$ cat src/hdl/cbm_pkg.sv
package cbm_pkg;

    // Field widths of the block address and the results.
    localparam int ADDR_W = 17;
    localparam int BIS_W  = 5;
    localparam int L2I_W  = 6;
    localparam int L1I_W  = 6;
    localparam int TBL_W  = 6;
    localparam int SLOT_W = 13;

    localparam int BLOCKS_PER_SLOT = 32;
    localparam int L1_ENTRIES      = 64;
    localparam int L2_ENTRIES      = 64;
    localparam int L2_TABLES       = 64;

    // Slot allocation stops once the counter reaches this value.
    localparam logic [SLOT_W-1:0] SLOT_LIMIT = 13'd8191;

    // One L2 entry: slot assignment plus one bit per block in the slot.
    typedef struct packed {
        logic                       has_slot;
        logic [SLOT_W-1:0]          slot;
        logic [BLOCKS_PER_SLOT-1:0] bits;
    } entry_t;

    // Request kinds.
    typedef enum logic {
        KIND_READ  = 1'b0,
        KIND_WRITE = 1'b1
    } kind_t;

    // Sequencer states.
    typedef enum logic [2:0] {
        ST_IDLE,
        ST_L1,
        ST_CLR,
        ST_L2,
        ST_MOD
    } state_t;

endpackage

$ cat src/hdl/cbm_entry_upd.sv
module cbm_entry_upd (
    input  cbm_pkg::entry_t                   ent_in,
    input  logic                              kind,
    input  logic [cbm_pkg::BIS_W-1:0]         bis,
    input  logic [cbm_pkg::SLOT_W-1:0]        next_slot,
    output cbm_pkg::entry_t                   ent_out,
    output logic                              alloc,
    output logic                              hit
);
    import cbm_pkg::*;

    logic [BLOCKS_PER_SLOT-1:0] mask;
    entry_t                     ent;

    // Allocate a missing slot, then set the block bit on a write.
    always_comb begin
        ent   = ent_in;
        mask  = BLOCKS_PER_SLOT'(1) << bis;
        alloc = !ent_in.has_slot && (next_slot != SLOT_LIMIT);
        if (alloc) begin
            ent.has_slot = 1'b1;
            ent.slot     = next_slot;
        end
        if (ent.has_slot && (kind == KIND_WRITE)) begin
            ent.bits = ent.bits | mask;
        end
        hit     = ent.has_slot && (|(ent.bits & mask));
        ent_out = ent;
    end

endmodule

$ cat config.mk
export PLATFORM = sky130hd
export DESIGN_NAME = cbm_entry_upd
export DESIGN_NICKNAME = d
export VERILOG_FILES = /design/src/hdl/cbm_pkg.sv /design/src/hdl/cbm_entry_upd.sv
export SDC_FILE = /design/constraint.sdc
export NUM_CORES = 1
export LEC_CHECK = 0
export BUFFER_PORTS_ARGS = -buffer_cell sky130_fd_sc_hd__buf_2
export CAP_MARGIN = 15
export CORE_ASPECT_RATIO = 1.4
export CORE_MARGIN = 3
export CORE_UTILIZATION = 36
export DETAILED_ROUTE_END_ITERATION = 12
export PLACE_DENSITY = 0.89
export SETUP_SLACK_MARGIN = 0.5
export SLEW_MARGIN = 20
export SYNTH_ARGS = -nofsm -noshare
export SYNTH_HDL_FRONTEND = slang
export SYNTH_SLANG_ARGS = --single-unit
$ cat constraint.sdc
create_clock -name vclk -period 2.1
set_clock_uncertainty 0.1 [all_clocks]
set_input_delay 0.315 -clock vclk [all_inputs]
set_output_delay 0.315 -clock vclk [all_outputs]
set_load 0.01 [all_outputs]
==> reports/qor.yml, run 1 <==
outcome:
  status: "finished with violations"
  violations: "setup timing"
setup_path:
  start_kind: "input port"
  critical_path_class: "in2out"
  crit_path_end_kind: "output pin"
  cp_num_cells: 8
  arrival_ns: 1.71
  crit_start: "bis[1]"
  worstPathRequired_ns: 1.68
  cpPeakStageDelay_ns: 0.35
  slowest_stage: "a221oi_1"
  critical_path.top_delay_family: "buffers and inverters"
  path_cells: "buf_4 > buf_4 > nor2_1 > a221oi_1 > nor4_2 > nor4_2 > a32oi_1 > buf_2"
  cp_max_fo: 13
  path_buf_inv: 3
power_and_ir_drop:
  vdd_drop_max_v: 0.0001240
  internal_power_uw: 259.8
  p_switching_uw: 209.9
  p_leak_nw: 1.109
  power.total_uw: 469.7
  power_density_mw_per_mm2: 219.3
  p_clk_share_pct: 0
  seqPwrFrac_pct: 0
  swShare_pct: 44.68
  p_comb_share_pct: 100.0
placement:
  numPortBuffers: 113
  placed_cell_area_mm2: 0.001750
  dp_worst_setup_slack_ns: -0.007614
  gp_congestion: 0.8517
  dp.cells: 281
  place_hpwl_um: 3633
final_layout:
  seq_cell_count: 0
  stdcell_count: 287
  drive_gt1_share_pct: 73.71
  nFillCells: 161
  layout.nets: 318
  seq_area_um2: 0
  postLayoutCellArea_mm2: 0.002142
  n_antenna_cell: 0
  multiInputGateArea_mm2: 0.001077
  clkbuf_count: 0
  syn2layout_area_growth_pct: 112.1
grt:
  grtUsageTotal_pct: 25.71
  antenna_found_initial: 0
  grt_overflow: 0
  grt_pass1_wl_um: 7141
  grt_max_degree: 15
  grt_pass1_vias: 1531
sta:
  max_freq_ghz: 0.4699
  finalSetupViolations: 1
  worst_slack_ns: -0.02793
  slew_viol_final: 0
  min_period_over_period_pct: 101.3
  setup-tns-final_ns: -0.02793
  rsz0062_at_grt: "true"
  min_period_ns: 2.128
  max_slew_margin_pct: 70.30
  max_slew.worst_pin.slew_ns: 0.4447
  hold_violations: 0
logic_synthesis:
  avgSynthCellArea_um2: 8.276
  seq_area_frac_synth_pct: 0
  ys_warn_count: 0
  syn_nets: 187
  netlist_area_mm2: 0.001010
  yosysUniqueCellTypes: 40
  syn_inst: 122
die:
  floorplan.initialDensity_pct: 38.21
  core_area_mm2: 0.002643
  ioPinCount: 113
  dieHeight_um: 68.67
  rows: 22
  die_w_um: 50.76
  dieArea_mm2: 0.003485
hold_path:
  hold_depth: 3
  min_path_type: "in2out"
  holdCritStartpoint: "ent_in[18]"
routing:
  drtAntennaViolNets: 0
  routed_wl_um: 5354
  vias_per_cell: 5.697
  wl_per_cell_um: 18.66
  drcViolationCount: 0
  drtIter0Drc: 45
  drt_pass1_iterations: 4
  vias: 1635
clock_network:
  hold_buffers: 0
flow_run:
  cap_violations: 0
layout by cell type, fill, tap and decap left out, types with 2 or more instances in the layout:
cell type  instances
o21bai_1          12
nor4_2             2
nand3_4            2
inv_1              4
nand2_1            5
buf_2             79
nor2b_1            3
mux2_4            11
a21oi_1            2
mux4_2             3
mux2_2             6
buf_4             23
buf_6             37
nand4_1            4
nor3_4             4
a21o_1            12
a31o_4             3
a31o_2             4
nor2_1             4
a22o_1             2
mux2i_1            4
repair_timing:
| item | 4_1_cts | 5_1_grt |
|---|---|---|
| setup buffers | 3 | 3 |
| endpoints found under the setup margin | 48 | 48 |
| pin swaps | 12 | 10 |
| gates resized for setup | 30 | 33 |
kinds of logic after synthesis:
kind of cell / share of synthesized area [%]
AO/OA/AOI/OAI: 37.80
buffers and inverters: 9.541
multiplexers: 32.96
AND/OR/NAND/NOR: 19.70
routing by layer:
metal  track usage, %  routed length (um)  part of all wire, %
met4            3.030                 184                  3.4
met1            27.24                1764                   33
met2            53.10                2906                   54
met5                0                   0                    0
met3            4.946                 498                  9.3
stage by stage:
step / util [%] / hold WS, ns
6_report: 81.06 / 0.8091
3_3_place_gp: 66.24 / 0.7995
4_1_cts: 73.01 / 0.8057
3_5_place_dp: 66.24 / 0.8064
2_1_floorplan: - / 0.6323
5_1_grt: 81.06 / 0.8216
layout make-up:
cell class / count / share of cell area [%]
multi-input cells: 107 / 50.29
repair buffers: 140 / 46.90
well taps: 36 / 2.103
inverters: 4 / 0.7009
worst paths after layout:
path / end / slack (ns)
setup / recovery: hit / -0.03
hold / removal: ent_out[18] / 0.81
power by group through the flow:
stage	Sequential (mW)	Clock (mW)	Combinational [mW]
after floorplan	0	0	0.203
after global placement	0	0	0.364
after detailed placement	0	0	0.369
after CTS	0	0	0.404
after global routing	0	0	0.499
final	0	0	0.470
synthesized netlist by cell type, types with 3 or more instances:
cell type | instances | area [um2]
mux2i_1 | 4 | 40.04
a31o_2 | 7 | 61.31
nand3_1 | 3 | 15.01
nand2_1 | 6 | 22.52
nand4_1 | 4 | 25.02
mux2_4 | 9 | 135.1
o21bai_1 | 12 | 90.09
clkbuf_1 | 3 | 11.26
nor2_1 | 4 | 15.01
nor2b_1 | 4 | 25.02
mux2_2 | 8 | 90.09
mux4_2 | 3 | 67.56
a21o_1 | 12 | 90.09
nor3_1 | 4 | 20.02
inv_1 | 4 | 15.01
buf_2 | 4 | 20.02
(Power assumes the default switching activity.)
==> inputs of run 2 (changes only) <==
- SETUP_SLACK_MARGIN: 0.5 -> not set
==> reports/qor.yml, run 2 (synthesis results as in run 1) <==
grt:
  grt_pass1_wl_um: 6141  # -14%
  grt_pass1_vias: 1451  # -5.2%
  grt_max_degree: 15  # unchanged
  grt_overflow: 0  # unchanged
  grtUsageTotal_pct: 21.49  # -4.2 points
  antenna_found_initial: 0  # unchanged
routing:
  drtAntennaViolNets: 0  # unchanged
  vias: 1550  # -5.2%
  vias_per_cell: 5.477  # -3.9%
  wl_per_cell_um: 14.67  # -21%
  drcViolationCount: 0  # unchanged
  drt_pass1_iterations: 4  # unchanged
  drtIter0Drc: 32  # -29%
  routed_wl_um: 4151  # -22%
sta:
  hold_slack_ns: 0.8018  # -0.007364 ns
  max_freq_ghz: 0.4760  # +1.3%
  slew_viol_final: 0  # unchanged
  worst_slack_ns: -0.0007098  # +0.02722 ns
  min_period_over_period_pct: 100.0  # -1.3 points
  min_period_ns: 2.101  # -0.02722 ns
  finalSetupViolations: 1  # unchanged
  max_slew_margin_pct: 78.29  # +8.0 points
  hold_violations: 0  # unchanged
  max_slew.worst_pin.slew_ns: 0.3238  # -0.1208 ns
  rsz0062_at_grt: "true"
placement:
  numPortBuffers: 113  # unchanged
  dp_worst_setup_slack_ns: -0.09316  # -0.08554 ns
  placed_cell_area_mm2: 0.001747  # -0.21%
  dp.cells: 286  # +1.8%
  place_hpwl_um: 3405  # -6.3%
  gp_congestion: 1.025  # +20%
final_layout:
  seq_cell_count: 0  # unchanged
  final_core_util_pct: 70.31  # -11 points
  final_common_cell: "buf_2"
  clkbuf_count: 0  # unchanged
  stdcell_count: 283  # -1.4%
  layout.nets: 314  # -1.3%
  multiInputGateArea_um2: 985.9  # -8.5%
  n_antenna_cell: 0  # unchanged
  syn2layout_area_growth_pct: 84.01
  postLayoutCellArea_mm2: 0.001858  # -13%
  nFillCells: 223  # +39%
  drive_gt1_share_pct: 72.47  # -1.2 points
  seq_area_um2: 0  # unchanged
  final_cell_mix: "buf_2 (106), buf_4 (21), o21bai_1 (12), a21o_1 (12), mux2_4 (9)"
die:
  ioPinCount: 113  # unchanged
  floorplan.initialDensity_pct: 38.21  # unchanged
  core_area_mm2: 0.002643  # unchanged
  rows: 22  # unchanged
  dieArea_mm2: 0.003485  # unchanged
  die_w_um: 50.76  # unchanged
  dieHeight_um: 68.67  # unchanged
setup_path:
  cp_max_fo: 12  # -1
  arrival_ns: 1.69  # -0.02 ns
  crit_path_end_kind: "output pin"
  worstPathRequired_ns: 1.68  # about the same
  start_kind: "input port"
  critical_path_class: "in2out"
outcome:
  status: "finished with violations"
  violations: "setup timing"
flow_run:
  cap_violations: 0  # unchanged
hold_path:
  hold_depth: 3  # unchanged
  holdCritStartpoint: "ent_in[11]"
  min_path_type: "in2out"
  holdPathEnd: "ent_out[11]"
clock_network:
  hold_buffers: 0  # unchanged
power_and_ir_drop:
  power_density_mw_per_mm2: 212.2  # -3.2%
  p_leak_nw: 0.9985  # -10%
  vdd_drop_max_v: 0.0001145  # -7.7%
[run 2: changes by cell type in the layout (fill, tap and decap cells not counted), sizes merged]
cell and change:
clkbuf +1, buf -5
[run 2: final cells by class]
| class | count | share of cell area (%) |
|---|---|---|
| well taps | 36 | 2.424 |
| inverters | 4 | 0.8081 |
| multi-input cells | 107 | 53.06 |
| repair buffers | 136 | 43.70 |
[run 2: worst max-delay path by stage]
stage                       start          end  slack [ns]  cells past startpoint
floorplan           next_slot[12]  ent_out[36]        0.16                      6
global placement           bis[4]          hit       -0.08                      7
detailed placement  next_slot[12]  ent_out[15]       -0.09                      9
CTS                 next_slot[11]  ent_out[15]      -0.005                      8
global route               bis[2]          hit       -0.07                      8
finish                     bis[4]          hit     -0.0007                      8
[run 2: stage by stage]
stage	power, mW	setup TNS, ns
after global placement	0.3593	-0.4823
after CTS	0.3748	-0.005364
final	0.3943	-0.0007098
after detailed placement	0.3649	-0.6076
after global routing	0.4243	-0.07394
after floorplan	0.1962	0
[run 2: metal layers]
metal / global-route usage (%) / vias up / share of wire [%]
li1: - / 742 / -
met1: 21.26 / 695 / 32
met2: 45.92 / 107 / 54
met3: 4.731 / 6 / 12
met4: 2.357 / 0 / 1.1
met5: 0 / - / 0
[run 2: repair_timing]
action / 4_1_cts / 5_1_grt
pin swaps: 4 / 2
gates resized for setup: 10 / 13
hold endpoints to repair: 0 / 0
gates cloned: 0 / 1
setup buffers: 0 / 0
endpoints found under the setup margin: 21 / 46
[run 2: worst max-delay path, stage by stage]
cell,delay (ns)
buf_2,0.14
buf_6,0.16
buf_4,0.15
or3_1,0.34
o221ai_1,0.08
o211ai_1,0.13
a32oi_1,0.21
buf_2,0.16
[run 2: power breakdown]
group	internal [mW]	switching (mW)	total [mW]
Combinational	0.215	0.180	0.394
Sequential	0	0	0
Clock	0	0	0
Total	0.215	0.180	0.394
==> inputs of run 3 (changes only) <==
- BUFFER_PORTS_ARGS: -buffer_cell sky130_fd_sc_hd__buf_2 -> not set
- CORE_UTILIZATION: 36 -> 55
- DONT_BUFFER_PORTS: not set -> 1
- PLACE_DENSITY: 0.89 -> 0.74
==> reports/qor.yml, run 3 (synthesis results as in run 1) <==
sta:
  min_period_ns: 2.028  # -0.07225 ns
  setup-tns-final_ns: 0  # +0.0007098 ns
  hold_violations: 0  # unchanged
  slew_viol_final: 0  # unchanged
  min_period_over_period_pct: 96.59  # -3.4 points
  finalSetupViolations: 0  # -1
  hold_slack_ns: 0.6353  # -0.1664 ns
  max_freq_ghz: 0.4930  # +3.6%
  max_slew.worst_pin.slew_ns: 0.4857  # +0.1618 ns
  rsz0062_at_grt: "false"
  max_slew_margin_pct: 67.37  # -11 points
placement:
  numPortBuffers: 0  # -100%
  place_hpwl_um: 2607  # -23%
  placed_cell_area_mm2: 0.001012  # -42%
  gp_congestion: 0.8563  # -16%
final_layout:
  syn2layout_area_growth_pct: 1.735
  postLayoutCellArea_mm2: 0.001027  # -45%
  n_antenna_cell: 0  # unchanged
  final_cell_mix: "o21bai_1 (12), a21o_1 (12), mux2_4 (9)"
  seq_cell_count: 0  # unchanged
  layout.nets: 186  # -41%
  clkbuf_count: 0  # unchanged
  final_core_util_pct: 61.92  # -8.4 points
  drive_gt1_share_pct: 35.29  # -37 points
  seq_area_um2: 0  # unchanged
grt:
  antenna_found_initial: 0  # unchanged
  grt_max_degree: 23  # +8
  grt_overflow: 0  # unchanged
  grt_pass1_wl_um: 4767  # -22%
  grtUsageTotal_pct: 23.56  # +2.1 points
  grt_pass1_vias: 1058  # -27%
routing:
  routed_wl_um: 3089  # -26%
  wl_per_cell_um: 22.38  # +53%
  drtIter0Drc: 21  # -34%
  drt_pass1_iterations: 4  # unchanged
  drcViolationCount: 0  # unchanged
  vias: 1056  # -32%
  drtAntennaViolNets: 0  # unchanged
  vias_per_cell: 7.652  # +40%
flow_run:
  cap_violations: 0  # unchanged
die:
  core_area_mm2: 0.001659  # -37%
  dieHeight_um: 56.70  # -17%
  die_w_um: 42.21  # -17%
  floorplan.initialDensity_pct: 60.86  # +23 points
  dieArea_mm2: 0.002393  # -31%
  rows: 17  # -23%
  ioPinCount: 113  # unchanged
setup_path:
  arrival_ns: 1.61  # -0.08 ns
  crit_path_end_kind: "output pin"
  cp_max_fo: 22  # +10
  start_kind: "input port"
  critical_path_class: "in2out"
  worstPathRequired_ns: 1.68  # about the same
hold_path:
  min_path_type: "in2out"
outcome:
  status: "completed"
clock_network:
  hold_buffers: 0  # unchanged
  post_cts_buffers: 0  # unchanged
  cts-resized-gates: 0  # -10
power_and_ir_drop:
  p_leak_nw: 0.4434  # -56%
  power_density_mw_per_mm2: 199.1  # -6.2%
  vdd_drop_max_v: 0.00009052  # -21%
run 3: metrics by stage:
stage,power [mW],cells,setup slack (ns)
floorplan,0.1962,122,0.1577
global route,0.2190,138,0.01497
CTS,0.2032,138,0.06803
detailed placement,0.2025,138,0.06541
finish,0.2045,138,0.07154
global placement,0.2007,138,0.09637
run 3: final timing paths:
path	slack, ns	cells after the start	start	to
min	0.64	1	ent_in[18]	ent_out[18]
max	0.07	6	bis[4]	hit
run 3: where the power goes:
group | total (mW) | internal (mW) | switching (mW)
Clock | 0 | 0 | 0
Combinational | 0.205 | 0.104 | 0.100
Sequential | 0 | 0 | 0
run 3: per-layer routing:
metal | vias up | part of all wire [%] | global-route usage, %
li1 | 477 | - | -
met1 | 489 | 32 | 26.05
met2 | 90 | 55 | 47.71
met3 | 0 | 12 | 3.846
met4 | 0 | 0 | 0
met5 | - | 0 | 0
run 3: worst max-delay path: stages:
cell and delay, ns:
mux2_2 0.31, a22o_1 0.19, a22o_1 0.23, nor4_2 0.28
a32oi_1 0.13, buf_4 0.17
run 3: area by class of cell:
type                       count  area, um2
inverter                       4      15.01
multi-input combinational    107      928.4
timing repair buffer           8      60.06
fill                         165      631.9
tap                           19      23.77
